## config.mk

```make
export PLATFORM = sky130hd
export DESIGN_NAME = msb_first_bit_reader_flat
export DESIGN_NICKNAME = d
export VERILOG_FILES = /design/src/rtl/core/brd_pkg.sv /design/src/rtl/core/brd_in_if.sv /design/src/rtl/core/brd_out_if.sv /design/src/rtl/core/brd_exec.sv /design/src/rtl/core/msb_first_bit_reader.sv /design/src/flat_wrapper.sv
export SDC_FILE = /design/constraint.sdc
export NUM_CORES = 1
export LEC_CHECK = 0
export BUFFER_PORTS_ARGS = -buffer_cell sky130_fd_sc_hd__buf_2
export CAP_MARGIN = 25
export CORE_MARGIN = 2
export CORE_UTILIZATION = 50
export CTS_CLUSTER_DIAMETER = 50
export DETAILED_ROUTE_END_ITERATION = 12
export PLACE_DENSITY_LB_ADDON = 0.25
export SLEW_MARGIN = 40
export SYNTH_ARGS = -nofsm -noshare
export SYNTH_HDL_FRONTEND = slang
export SYNTH_SLANG_ARGS = --single-unit
```

## constraint.sdc

```tcl
create_clock -name clk -period 6.4 [get_ports clk]
set_input_delay 1.28 -clock clk [delete_from_list [all_inputs] [get_ports clk]]
set_output_delay 1.28 -clock clk [all_outputs]
set_load 0.01 [all_outputs]
```

## src/rtl/core/brd_pkg.sv

```systemverilog
package brd_pkg;

  // Bit buffer depth and widest field that one read returns.
  localparam int BUFFER_BITS    = 128;
  localparam int MAX_FIELD_BITS = 64;
  localparam int BYTE_BITS      = 8;

  localparam int FILL_W  = $clog2(BUFFER_BITS + 1);
  localparam int CMD_W   = 2;
  localparam int COUNT_W = 7;
  localparam int VALUE_W = 64;
  localparam int STAT_W  = 2;
  localparam int TOTAL_W = 48;

  localparam logic [CMD_W-1:0] CMD_PUSH  = 2'd0;
  localparam logic [CMD_W-1:0] CMD_READ  = 2'd1;
  localparam logic [CMD_W-1:0] CMD_FLUSH = 2'd2;

  localparam logic [STAT_W-1:0] ST_OK    = 2'd0;
  localparam logic [STAT_W-1:0] ST_SHORT = 2'd1;
  localparam logic [STAT_W-1:0] ST_FULL  = 2'd2;

  typedef struct packed {
    logic [CMD_W-1:0]   command;
    logic [7:0]         byte_in;
    logic [COUNT_W-1:0] bit_count;
  } req_t;

  typedef struct packed {
    logic [VALUE_W-1:0] field_value;
    logic [STAT_W-1:0]  status;
    logic               byte_aligned;
    logic [TOTAL_W-1:0] bits_read_total;
  } res_t;

  // Mask of the n low bits; n of the full width or more gives all ones.
  function automatic logic [VALUE_W-1:0] low_mask(input logic [COUNT_W-1:0] n);
    logic [VALUE_W-1:0] m;
    if (n >= COUNT_W'(VALUE_W)) begin
      m = '1;
    end else begin
      m = (VALUE_W'(1) << n) - VALUE_W'(1);
    end
    return m;
  endfunction

endpackage

```

## src/rtl/core/brd_in_if.sv

```systemverilog
interface brd_in_if;
  import brd_pkg::*;

  logic               valid;
  logic               ready;
  logic [CMD_W-1:0]   command;
  logic [7:0]         byte_in;
  logic [COUNT_W-1:0] bit_count;

  modport source (output valid, command, byte_in, bit_count, input ready);
  modport sink   (input valid, command, byte_in, bit_count, output ready);
endinterface

```

## src/rtl/core/brd_out_if.sv

```systemverilog
interface brd_out_if;
  import brd_pkg::*;

  logic               valid;
  logic               ready;
  logic [VALUE_W-1:0] field_value;
  logic [STAT_W-1:0]  status;
  logic               byte_aligned;
  logic [TOTAL_W-1:0] bits_read_total;

  modport source (output valid, field_value, status, byte_aligned, bits_read_total,
                  input ready);
  modport sink   (input valid, field_value, status, byte_aligned, bits_read_total,
                  output ready);
endinterface

```

## src/rtl/core/brd_exec.sv

```systemverilog
module brd_exec
  import brd_pkg::*;
(
  input  logic clk,
  input  logic rst_n,
  input  logic fire,
  input  req_t req,
  output res_t res
);

  logic [BUFFER_BITS-1:0] store_r, store_nxt;
  logic [FILL_W-1:0]      fill_r, fill_nxt;
  logic [TOTAL_W-1:0]     total_r, total_nxt;

  logic [COUNT_W-1:0]     n_sat;
  logic [COUNT_W-1:0]     take;
  logic [FILL_W-1:0]      pos;
  logic [BUFFER_BITS-1:0] shifted;
  logic [STAT_W-1:0]      status;

  always_comb begin
    n_sat     = (req.bit_count > COUNT_W'(MAX_FIELD_BITS)) ? COUNT_W'(MAX_FIELD_BITS)
                                                           : req.bit_count;
    store_nxt = store_r;
    fill_nxt  = fill_r;
    status    = ST_OK;
    take      = '0;
    case (req.command)
      CMD_PUSH: begin
        if (fill_r > FILL_W'(BUFFER_BITS - BYTE_BITS)) begin
          status = ST_FULL;
        end else begin
          store_nxt = {store_r[BUFFER_BITS-BYTE_BITS-1:0], req.byte_in};
          fill_nxt  = fill_r + FILL_W'(BYTE_BITS);
        end
      end
      CMD_READ: begin
        if (FILL_W'(n_sat) > fill_r) begin
          status = ST_SHORT;
        end else begin
          take = n_sat;
        end
      end
      CMD_FLUSH: begin
        // Drop the unread tail of the current byte.
        take = COUNT_W'(fill_r[2:0]);
      end
      default: begin
      end
    endcase

    // The oldest unread bits sit just below fill_r; take them from the top.
    pos     = fill_r - FILL_W'(take);
    shifted = store_r >> pos;
    if (take != '0) begin
      fill_nxt = fill_r - FILL_W'(take);
    end
    total_nxt = total_r + TOTAL_W'(take);

    res.field_value     = shifted[VALUE_W-1:0] & low_mask(take);
    res.status          = status;
    res.byte_aligned    = (fill_nxt[2:0] == 3'd0);
    res.bits_read_total = total_nxt;
  end

  always_ff @(posedge clk) begin
    if (!rst_n) begin
      store_r <= '0;
      fill_r  <= '0;
      total_r <= '0;
    end else if (fire) begin
      store_r <= store_nxt;
      fill_r  <= fill_nxt;
      total_r <= total_nxt;
    end
  end

  a_fill_bound: assert property (@(posedge clk) disable iff (!rst_n)
    fill_r <= FILL_W'(BUFFER_BITS))
    else $error("fill level above buffer size");

  a_reject_keeps_fill: assert property (@(posedge clk) disable iff (!rst_n)
    fire && (status != ST_OK) |=> (fill_r == $past(fill_r)) && $stable(total_r))
    else $error("rejected request changed the buffer");

  a_flush_aligns: assert property (@(posedge clk) disable iff (!rst_n)
    fire && (req.command == CMD_FLUSH) |=> (fill_r[2:0] == 3'd0))
    else $error("flush left the buffer unaligned");

  a_total_step: assert property (@(posedge clk) disable iff (!rst_n)
    fire && (req.command == CMD_PUSH) |=> $stable(total_r))
    else $error("push changed the consumed count");

endmodule

```

## src/rtl/core/msb_first_bit_reader.sv

```systemverilog
// MSB-first bitstream reader.
// Requests arrive on in_ch: command 0 pushes byte_in into a 128-bit buffer,
// command 1 reads bit_count bits (saturated to 64) right-aligned, command 2
// drops the rest of the current byte and returns it right-aligned. Every
// request yields exactly one result on out_ch carrying the field value, a
// status (ok, not enough bits, buffer full), a byte-aligned flag and the
// 48-bit running count of bits consumed. Rejected requests change nothing.
// A request is taken into an input register; once the output register is free
// the barrel shift and bookkeeping finish and the result lands in the output
// register. One request per cycle is sustained while the receiver takes
// results; the buffer state is updated as each request advances, and that
// update is what sets it.
// When the receiver stalls, the result holds in the output register and one
// more request waits in the input register before in_ch.ready drops.
// Synchronous active-low reset empties the buffer, clears the count and
// drops both valid flags.
module msb_first_bit_reader
  import brd_pkg::*;
(
  input  logic      clk,
  input  logic      rst_n,
  brd_in_if.sink    in_ch,
  brd_out_if.source out_ch
);

  // Input register stage.
  logic s1_valid_r;
  req_t s1_req_r;

  // Result register stage.
  logic out_valid_r;
  res_t out_res_r;

  logic advance;
  logic in_fire;
  res_t exec_res;

  // The request in the input register moves on whenever the output register
  // is empty or being emptied this cycle.
  assign advance      = s1_valid_r && (!out_valid_r || out_ch.ready);
  assign in_ch.ready  = !s1_valid_r || advance;
  assign in_fire      = in_ch.valid && in_ch.ready;

  always_ff @(posedge clk) begin
    if (!rst_n) begin
      s1_valid_r <= 1'b0;
    end else if (in_ch.ready) begin
      s1_valid_r <= in_ch.valid;
    end
  end

  always_ff @(posedge clk) begin
    if (in_fire) begin
      s1_req_r.command   <= in_ch.command;
      s1_req_r.byte_in   <= in_ch.byte_in;
      s1_req_r.bit_count <= in_ch.bit_count;
    end
  end

  brd_exec u_exec (
    .clk   (clk),
    .rst_n (rst_n),
    .fire  (advance),
    .req   (s1_req_r),
    .res   (exec_res)
  );

  always_ff @(posedge clk) begin
    if (!rst_n) begin
      out_valid_r <= 1'b0;
    end else if (advance) begin
      out_valid_r <= 1'b1;
    end else if (out_ch.ready) begin
      out_valid_r <= 1'b0;
    end
  end

  always_ff @(posedge clk) begin
    if (advance) begin
      out_res_r <= exec_res;
    end
  end

  assign out_ch.valid           = out_valid_r;
  assign out_ch.field_value     = out_res_r.field_value;
  assign out_ch.status          = out_res_r.status;
  assign out_ch.byte_aligned    = out_res_r.byte_aligned;
  assign out_ch.bits_read_total = out_res_r.bits_read_total;

  // A stalled result must not be overwritten by the next request.
  a_no_overwrite: assert property (@(posedge clk) disable iff (!rst_n)
    out_valid_r && !out_ch.ready |-> !advance)
    else $error("result overwritten while stalled");

  // A request waiting in the input register is not lost: with the output
  // register empty it is in the result register on the following edge.
  a_pass_through: assert property (@(posedge clk) disable iff (!rst_n)
    s1_valid_r && !out_valid_r |=> out_valid_r)
    else $error("request lost between stages");

  a_ready_when_empty: assert property (@(posedge clk) disable iff (!rst_n)
    !s1_valid_r |-> in_ch.ready)
    else $error("input stalled while stage is empty");

endmodule
```

## src/flat_wrapper.sv

```systemverilog
// flat-port wrapper written by rule: the top's interface ports become plain ports
module msb_first_bit_reader_flat import brd_pkg::*;
  (clk, rst_n, in_ch_valid, in_ch_command, in_ch_byte_in, in_ch_bit_count, in_ch_ready, out_ch_valid, out_ch_field_value, out_ch_status, out_ch_byte_aligned, out_ch_bits_read_total, out_ch_ready);
  brd_in_if in_ch_i ();
  brd_out_if out_ch_i ();
  input  logic clk;
  input  logic rst_n;
  input wire logic [$bits(in_ch_i.valid)-1:0] in_ch_valid;
  input wire logic [$bits(in_ch_i.command)-1:0] in_ch_command;
  input wire logic [$bits(in_ch_i.byte_in)-1:0] in_ch_byte_in;
  input wire logic [$bits(in_ch_i.bit_count)-1:0] in_ch_bit_count;
  output wire logic [$bits(in_ch_i.ready)-1:0] in_ch_ready;
  output wire logic [$bits(out_ch_i.valid)-1:0] out_ch_valid;
  output wire logic [$bits(out_ch_i.field_value)-1:0] out_ch_field_value;
  output wire logic [$bits(out_ch_i.status)-1:0] out_ch_status;
  output wire logic [$bits(out_ch_i.byte_aligned)-1:0] out_ch_byte_aligned;
  output wire logic [$bits(out_ch_i.bits_read_total)-1:0] out_ch_bits_read_total;
  input wire logic [$bits(out_ch_i.ready)-1:0] out_ch_ready;
  assign in_ch_i.valid = in_ch_valid;
  assign in_ch_i.command = in_ch_command;
  assign in_ch_i.byte_in = in_ch_byte_in;
  assign in_ch_i.bit_count = in_ch_bit_count;
  assign in_ch_ready = in_ch_i.ready;
  assign out_ch_valid = out_ch_i.valid;
  assign out_ch_field_value = out_ch_i.field_value;
  assign out_ch_status = out_ch_i.status;
  assign out_ch_byte_aligned = out_ch_i.byte_aligned;
  assign out_ch_bits_read_total = out_ch_i.bits_read_total;
  assign out_ch_i.ready = out_ch_ready;
  msb_first_bit_reader u_core (.clk(clk), .rst_n(rst_n), .in_ch(in_ch_i), .out_ch(out_ch_i));
endmodule
```

==> results of run 1 <==
-- final cells by class --
cell class	count	area [sq um]	area share, %
Tap cell	607	759	2.86
Multi-Input combinational cell	2188	15000	56.3
Clock inverter	23	285	1.07
Clock buffer	51	1110	4.19
Antenna cell	1	2.50	0.00941
Inverter	42	168	0.631
Sequential cell	318	7690	28.9
Timing Repair Buffer	234	1600	6.00
-- per-layer routing --
layer | up-vias | wire length [um] | track usage (%)
met3 | 174 | 5990 | 5.26
met4 | 0 | 3180 | 12.2
met2 | 868 | 37600 | 52.6
met5 | - | 0 | 0
li1 | 10200 | - | -
met1 | 10500 | 37800 | 48.7
-- worst reg2reg max path: stages (launching register included) --
cell and delay (ps):
edfxtp_1 550, buf_4 240, nor2b_1 260, ha_1 310, and4b_1 300, a221oi_4 460, nand2b_1 180, a21oi_1 150
ha_4 200, inv_1 70, fa_2 530, inv_4 230, buf_12 230, mux2i_1 490, mux2i_1 370, mux4_2 550
mux2i_1 220, nand2_1 80, o31ai_1 80, nand2_1 130, a31oi_1 340
-- final timing paths --
| path | endpoint | slack, ps | startpoint | depth (start not counted) |
|---|---|---|---|---|
| worst max-delay path | u_core.out_ch.field_value[32] | 200 | u_core.s1_req_r[6] | 20 |
| worst min-delay path | u_core.u_exec.total_r[5] | 480 | u_core.u_exec.total_r[5] | 2 |
| worst max register to register | u_core.out_ch.field_value[32] | 200 | u_core.s1_req_r[6] | 20 |
| worst min register to register | u_core.u_exec.total_r[5] | 480 | u_core.u_exec.total_r[5] | 2 |
-- sequential cells by signal, summed over array words and instances, names as in the netlist --
register / cells
u_core.out_ch.bits_read_total: 48
u_core.out_ch.byte_aligned: 1
u_core.out_ch.field_value: 64
u_core.out_ch.status: 2
u_core.out_ch.valid: 1
u_core.s1_req_r: 17
u_core.s1_valid_r: 1
u_core.u_exec.fill_r: 8
u_core.u_exec.store_r: 128
u_core.u_exec.total_r: 48
-- cell families (layout without fill, tap and decap cells) --
| family | after synthesis | in the layout | share of synthesized area (%) |
|---|---|---|---|
| AOI/OAI and AO/OA | 626 | 626 | 18.4 |
| xor gates and xnor gates | 97 | 97 | 3.62 |
| adders and majority gates | 28 | 28 | 1.56 |
| buffers and inverters | 260 | 350 | 4.38 |
| DFF | 318 | 318 | 32.7 |
| muxes | 420 | 420 | 19.6 |
| other | 0 | 1 | 0 |
| and+or+nand+nor | 1017 | 1017 | 19.7 |
-- repair_timing --
item,in CTS,in global routing
endpoints found under the hold margin,0,0
setup endpoints to repair,0,16
resized for setup,0,6
-- power groups by stage --
stage	Combinational [uW]	Clock (uW)	Sequential, uW
floorplan	877	0	2240
global placement	1370	0	2230
detailed placement	1380	0	2230
CTS	1380	2400	2190
global route	1500	2490	2190
finish	1420	2360	2190
-- per-stage QoR --
| step | util [%] | power (uW) |
|---|---|---|
| global placement | 54.0 | 3600 |
| CTS | 57.2 | 5970 |
| finish | 57.2 | 5970 |
| detailed placement | 54.1 | 3610 |
| global route | 57.2 | 6180 |
| floorplan | - | 3120 |
-- placed cells by master (no fill, tap or decap), types with 7 or more instances in the layout --
master,count
clkbuf_16,42
mux2_2,35
nor2b_1,17
and2_1,52
a21boi_0,146
and3_1,32
xor2_1,30
dfxtp_1,186
o31ai_1,7
nand4_1,12
mux4_2,29
a21o_1,9
nor3_1,59
a31oi_1,34
nand3_1,72
nor4_1,19
ha_1,25
or3_1,15
a311oi_1,7
buf_4,83
edfxtp_1,132
xnor2_1,57
o21ai_0,99
a21oi_1,115
o211ai_1,20
mux2i_1,356
a211oi_1,84
inv_1,38
o21a_1,9
a221oi_1,8
nand2b_1,16
buf_2,136
buf_12,14
a211o_1,11
nor2_1,142
nand2_1,534
==> reports/results.tsv, run 1 <==
stage	metric	value	unit
status	outcome	complete, no violations	
timing	final hold slack	479	ps
clocking	CTS buffer count	40	
setup_path	element type at the critical path end	register	
global_route	grt total ovfl	0	
final_layout	share of layout cells above drive strength 1	14.8	%
global_route	gr usage total	34.2	%
placement	placed cells	3388	
timing	RSZ-0062 raised after global routing	no	
synth	Yosys reg bits	318	
global_route	largest net degree at the start of global routing	132	
placement	placed cell areas	25200	sq um
synth	synthesized area	23500	sq um
setup_path	Top cell by count, worst path	mux2i_1	
hold_path	Tightest Hold Check Type	reg2reg	
setup_path	cell family with most CP delay	multiplexers	
synth	Yosys cell types	93	
synth	most frequent cells after synthesis	nand2_1, mux2i_1, dfxtp_1	
routing	Routed Antenna Nets	0	
timing	fin crit period	6200	ps
run	MaxCap Viol Count	0	
clocking	Hold-fix buffers, CTS	0	
clocking	H-tree Lvls	2	
setup_path	crit path buf inv count	4	
pwr	Pleak	0.0112	uW
final_layout	P&R area growth vs syn	13.2	%
clocking	CTS tree	yes	
global_route	initial antenna violation count	2	
final_layout	nets	2873	
placement	DP HPWL	64600	um
timing	worst slew pin tran	905	ps
pwr	Gate power share	23.8	%
clocking	clk_lat worst skew	590	ps
final_layout	Finished Layout Cells	3464	
timing	Worst Slack Setup Final	201	ps
global_route	first-pass GRT wire length	127000	um
routing	1st-iter DRT viols	2050	
synth	Synth Instances	2766	
global_route	number of global-route vias before repair	20300	
timing	fmax	161	MHz
timing	setup violators final	0	
synth	syn avg cell area	8.49	sq um
synth	YS warnings	0	
timing	Final Hold Fails	0	
synth	top-area cell type share of the netlist area	16.9	%
timing	Setup Skew	29.2	ps
routing	via count of the routed design	21700	
synth	Seq/Total Area, Yosys	32.7	%
setup_path	Critical Path Slowest Stage Cell	edfxtp_1	
floorplanning	Rows	79	
clocking	CTS Root Cell	clkbuf_16	
final_layout	Fillers	4251	
pwr	Int Power	4020	uW
synth	Synth area leader	edfxtp_1	
setup_path	cell chain of the critical path	buf_4 -> nor2b_1 -> ha_1 -> and4b_1 -> a221oi_4 -> nand2b_1 -> a21oi_1 -> ha_4 -> inv_1 -> fa_2 -> inv_4 -> buf_12 -> mux2i_1 -> mux2i_1 -> mux4_2 -> mux2i_1 -> nand2_1 -> o31ai_1 -> nand2_1 -> a31oi_1	
synth	Mapped Nets	2815	
timing	TNS Setup	0	ps
pwr	Net Switching	1950	uW
floorplanning	die area	48700	sq um
placement	GP Congestion	1.02	
floorplanning	DIE WIDTH	221	um
setup_path	CP Launch Type	register	
setup_path	Crit Path Max Fanout	22	
timing	fin crit share	96.9	%
pwr	part of the power in registers	36.6	%
timing	Slew Limit Fails	0	
clocking	Reg clk slew, reported paths	60	ps
setup_path	critical path class	reg2reg	
floorplanning	Core ar.	46500	sq um
clocking	Clock Path Buffers	3	
synth	Synth area leaders	edfxtp_1, dfxtp_1, mux2i_1	
clocking	clock sinks	318	
routing	DR pass1 iterations	6	
placement	Setup WS pre-CTS	221	ps
routing	WL final	84500	um
synth	Post-synth EDFFs	132	
pwr	Switching Share	32.6	%
floorplanning	starting density of the core	50.5	%
synth	ys flop type	dfxtp_1	
pwr	clock power share	39.6	%
pwr	PD cells	225	nW/um^2
routing	DRC violations left	0	
routing	DR vias/cell	6.27	
setup_path	worst endpoint data arrival time	6550	ps
clocking	Post-CTS Setup Bufs	0	
final_layout	Final Cell Area	26600	sq um
setup_path	Critical Path Max Stage Delay	550	ps
placement	IO Port Bufs	137	
setup_path	Critical Path RT	6750	ps
pwr	Peak VDD IR	0.244	mV
floorplanning	DIE HEIGHT	221	um
timing	Max-slew headroom	39.3	%
synth	most numerous cell in the Yosys netlist	nand2_1	
synth	Synth async-reset ratio	0	%
routing	Avg WL per Cell	24.4	um
floorplanning	Boundary Pins	138	
Note: power is estimated with default switching activity, not from simulation.
==> run 2: changes to the inputs <==
--- a/config.mk
+++ b/config.mk
@@ -7,11 +7,14 @@
 export LEC_CHECK = 0
 export BUFFER_PORTS_ARGS = -buffer_cell sky130_fd_sc_hd__buf_2
 export CAP_MARGIN = 25
+export CELL_PAD_IN_SITES_DETAIL_PLACEMENT = 0
+export CELL_PAD_IN_SITES_GLOBAL_PLACEMENT = 1
 export CORE_MARGIN = 2
-export CORE_UTILIZATION = 50
+export CORE_UTILIZATION = 48
 export CTS_CLUSTER_DIAMETER = 50
 export DETAILED_ROUTE_END_ITERATION = 12
 export PLACE_DENSITY_LB_ADDON = 0.25
+export RECOVER_POWER = 100
 export SLEW_MARGIN = 40
 export SYNTH_ARGS = -nofsm -noshare
 export SYNTH_HDL_FRONTEND = slang
==> run 2 against run 1 <==
Effect of this change:
- the flow now finishes with violations (capacitance limit, slew limit)
- sequential share of layout area fell by 0.085 points
- worst hold slack improved by 2.1 ps
- clock power rose by 7%
- die area rose by 4.1%
- count of clock-buffer cells in the layout rose by 7
- setup slack improved by 18 ps
- fmax rose by 0.30%
- design area rose by 0.30%
- critical path type unchanged
==> reports/results.tsv, run 2 (synthesis results as in run 1) <==
stage	metric	value	unit	change
setup_path	CP Launch Type	register		unchanged
setup_path	worst reg2reg path depth	21		was 20
pwr	Int Power	4180	uW	was 4020 uW
routing	via count of the routed design	21900		was 21700
final_layout	commonest non-fill, non-tap cells in the layout	nand2_1, mux2i_1, dfxtp_1		unchanged
timing	RSZ-0062 raised after global routing	no		unchanged
global_route	initial antenna violation count	2		unchanged
final_layout	max FFs per register	128		unchanged
final_layout	most flop-heavy register	u_core.u_exec.store_r		unchanged
placement	placed cells	3421		was 3388
floorplanning	starting density of the core	48.3	%	was 50.5%
setup_path	Critical Path RT	6810	ps	was 6750 ps
timing	fin crit share	96.6	%	was 96.9%
pwr	Net Switching	1960	uW	was 1950 uW
final_layout	Reg area	7690	sq um	unchanged
clocking	CTS Root Cell	clkbuf_16		unchanged
floorplanning	Boundary Pins	138		unchanged
hold_path	Worst Hold Depth	2		unchanged
global_route	gr usage total	32.9	%	was 34.2%
timing	fmax	162	MHz	was 161 MHz
routing	WL final	85300	um	was 84500 um
clocking	clock sinks	318		unchanged
pwr	part of the power in registers	35.6	%	was 36.6%
final_layout	commonest non-fill, non-tap cell in the layout	nand2_1		unchanged
pwr	clock power share	41.3	%	was 39.6%
timing	Max-slew headroom	-85.8	%	was 39.3%
floorplanning	Rows	81		was 79
hold_path	Tightest Hold Check Type	reg2reg		unchanged
setup_path	worst endpoint data arrival time	6600	ps	was 6550 ps
pwr	Power, Total	6140	uW	was 5970 uW
timing	Slew Limit Fails	389		was 0
timing	Setup Skew	15.0	ps	was 29.2 ps
status	violations in the final reports	capacitance limit, slew limit		
setup_path	Crit Path Max Fanout	52		was 22
setup_path	critical path class	reg2reg		unchanged
routing	Routed Antenna Nets	0		unchanged
final_layout	share of layout cells above drive strength 1	10.3	%	was 14.8%
pwr	Gate power share	23.1	%	was 23.8%
placement	GP Congestion	0.984		was 1.02
final_layout	Final Util	54.8	%	was 57.2%
clocking	CTS buffer count	44		was 40
timing	fin crit period	6180	ps	was 6200 ps
run	MaxCap Viol Count	7		was 0
floorplanning	DIE WIDTH	225	um	was 221 um
routing	DR pass1 iterations	6		unchanged
pwr	Pleak	0.0110	uW	was 0.0112 uW
clocking	Reg clk slew, reported paths	50	ps	was 60 ps
placement	IO Port Bufs	137		unchanged
status	outcome	complete, but fails checks		was complete, no violations
global_route	first-pass GRT wire length	128000	um	was 127000 um
final_layout	Finished Layout Cells	3505		was 3464
timing	Final Hold Fails	0		unchanged
clocking	CTS tree	yes		unchanged
final_layout	P&R area growth vs syn	13.5	%	was 13.2%
final_layout	Fillers	4595		was 4251
floorplanning	die area	50700	sq um	was 48700 sq um
placement	DP HPWL	65100	um	was 64600 um
final_layout	ANT cells	0		was 1
timing	setup violators final	0		unchanged
pwr	Switching Share	31.9	%	was 32.6%
floorplanning	Core ar.	48600	sq um	was 46500 sq um
routing	DR vias/cell	6.24		was 6.27
global_route	number of global-route vias before repair	20300		about the same
global_route	grt total ovfl	0		unchanged
clocking	Clock Path Buffers	3		unchanged
final_layout	area occupied by multi-input gates	15000	sq um	about the same
pwr	Peak VDD IR	0.198	mV	was 0.244 mV
routing	DRC violations left	0		unchanged
timing	TNS Setup	0	ps	unchanged
clocking	clk_lat worst skew	590	ps	about the same
clocking	H-tree Lvls	2		unchanged
setup_path	element type at the critical path end	register		unchanged
pwr	PD cells	230	nW/um^2	was 225 nW/um^2
routing	Avg WL per Cell	24.3	um	was 24.4 um
timing	worst slew pin tran	2790	ps	was 905 ps
floorplanning	DIE HEIGHT	225	um	was 221 um
routing	1st-iter DRT viols	2290		was 2050
final_layout	nets	2897		was 2873
global_route	largest net degree at the start of global routing	137		was 132
[run 2: changes by cell type in the layout (fill, tap and decap cells not counted), moves of 25 or more]
cell	delta
buf_2	-119
and2_0	+26
clkbuf_1	+137
and2_1	-25
[run 2: repair_timing]
action / in CTS / in global routing
setup buffers: 0 / 2
resized for setup: 0 / 3
hold buffers: 0 / 0
setup endpoints to repair: 0 / 18
[run 2: cell type report]
cell class / count / share of cell area, %
multi-input combinational: 2188 / 56.1
sequential: 318 / 28.8
timing repair buffer: 254 / 5.81
clock buffer: 58 / 4.60
tap: 622 / 2.92
clock inverter: 23 / 1.14
inverter: 42 / 0.629
[run 2: critical path: stages, from the launching register on]
cell	delay, ps
edfxtp_1	490
clkbuf_1	170
nor2b_1	250
ha_1	190
and4b_1	460
o2111a_1	300
o211ai_1	140
nand2_1	160
clkbuf_1	390
ha_1	320
nor2b_1	130
o21ai_0	200
nand2_1	240
xnor2_2	240
buf_12	310
clkbuf_4	310
mux2_1	430
nor2_1	230
a211oi_1	100
a311oi_1	600
a31oi_1	120
nor2_1	190
[run 2: layer usage]
| layer | GRT usage, % | part of all wire (%) | wire (um) |
|---|---|---|---|
| met1 | 48.1 | 47 | 39900 |
| met2 | 49.4 | 43 | 36800 |
| met5 | 0 | 0.015 | 13 |
| met3 | 4.39 | 6.1 | 5180 |
| met4 | 12.1 | 3.9 | 3360 |
[run 2: final timing paths]
kind                                  from                           end  slack, ps
setup / recovery        u_core.s1_req_r[6]  u_core.out_ch.field_value[7]        220
setup reg to reg        u_core.s1_req_r[6]  u_core.out_ch.field_value[7]        220
hold reg to reg   u_core.u_exec.total_r[3]      u_core.u_exec.total_r[3]        480
hold / removal    u_core.u_exec.total_r[3]      u_core.u_exec.total_r[3]        480
[run 2: power by group through the flow]
stage | logic [uW] | clock network [uW] | registers [uW]
6_report | 1420 | 2530 | 2190
5_1_grt | 1490 | 2660 | 2190
4_1_cts | 1390 | 2570 | 2180
3_5_place_dp | 1380 | 0 | 2230
3_3_place_gp | 1380 | 0 | 2230
2_1_floorplan | 877 | 0 | 2240
[run 2: stage by stage]
stage,setup slack (ps),instance area [sq um],hold slack [ps]
floorplan,386,23500,448
global placement,272,25300,458
detailed placement,250,25300,474
CTS,190,26800,481
global route,5.26,26700,505
finish,220,26700,481
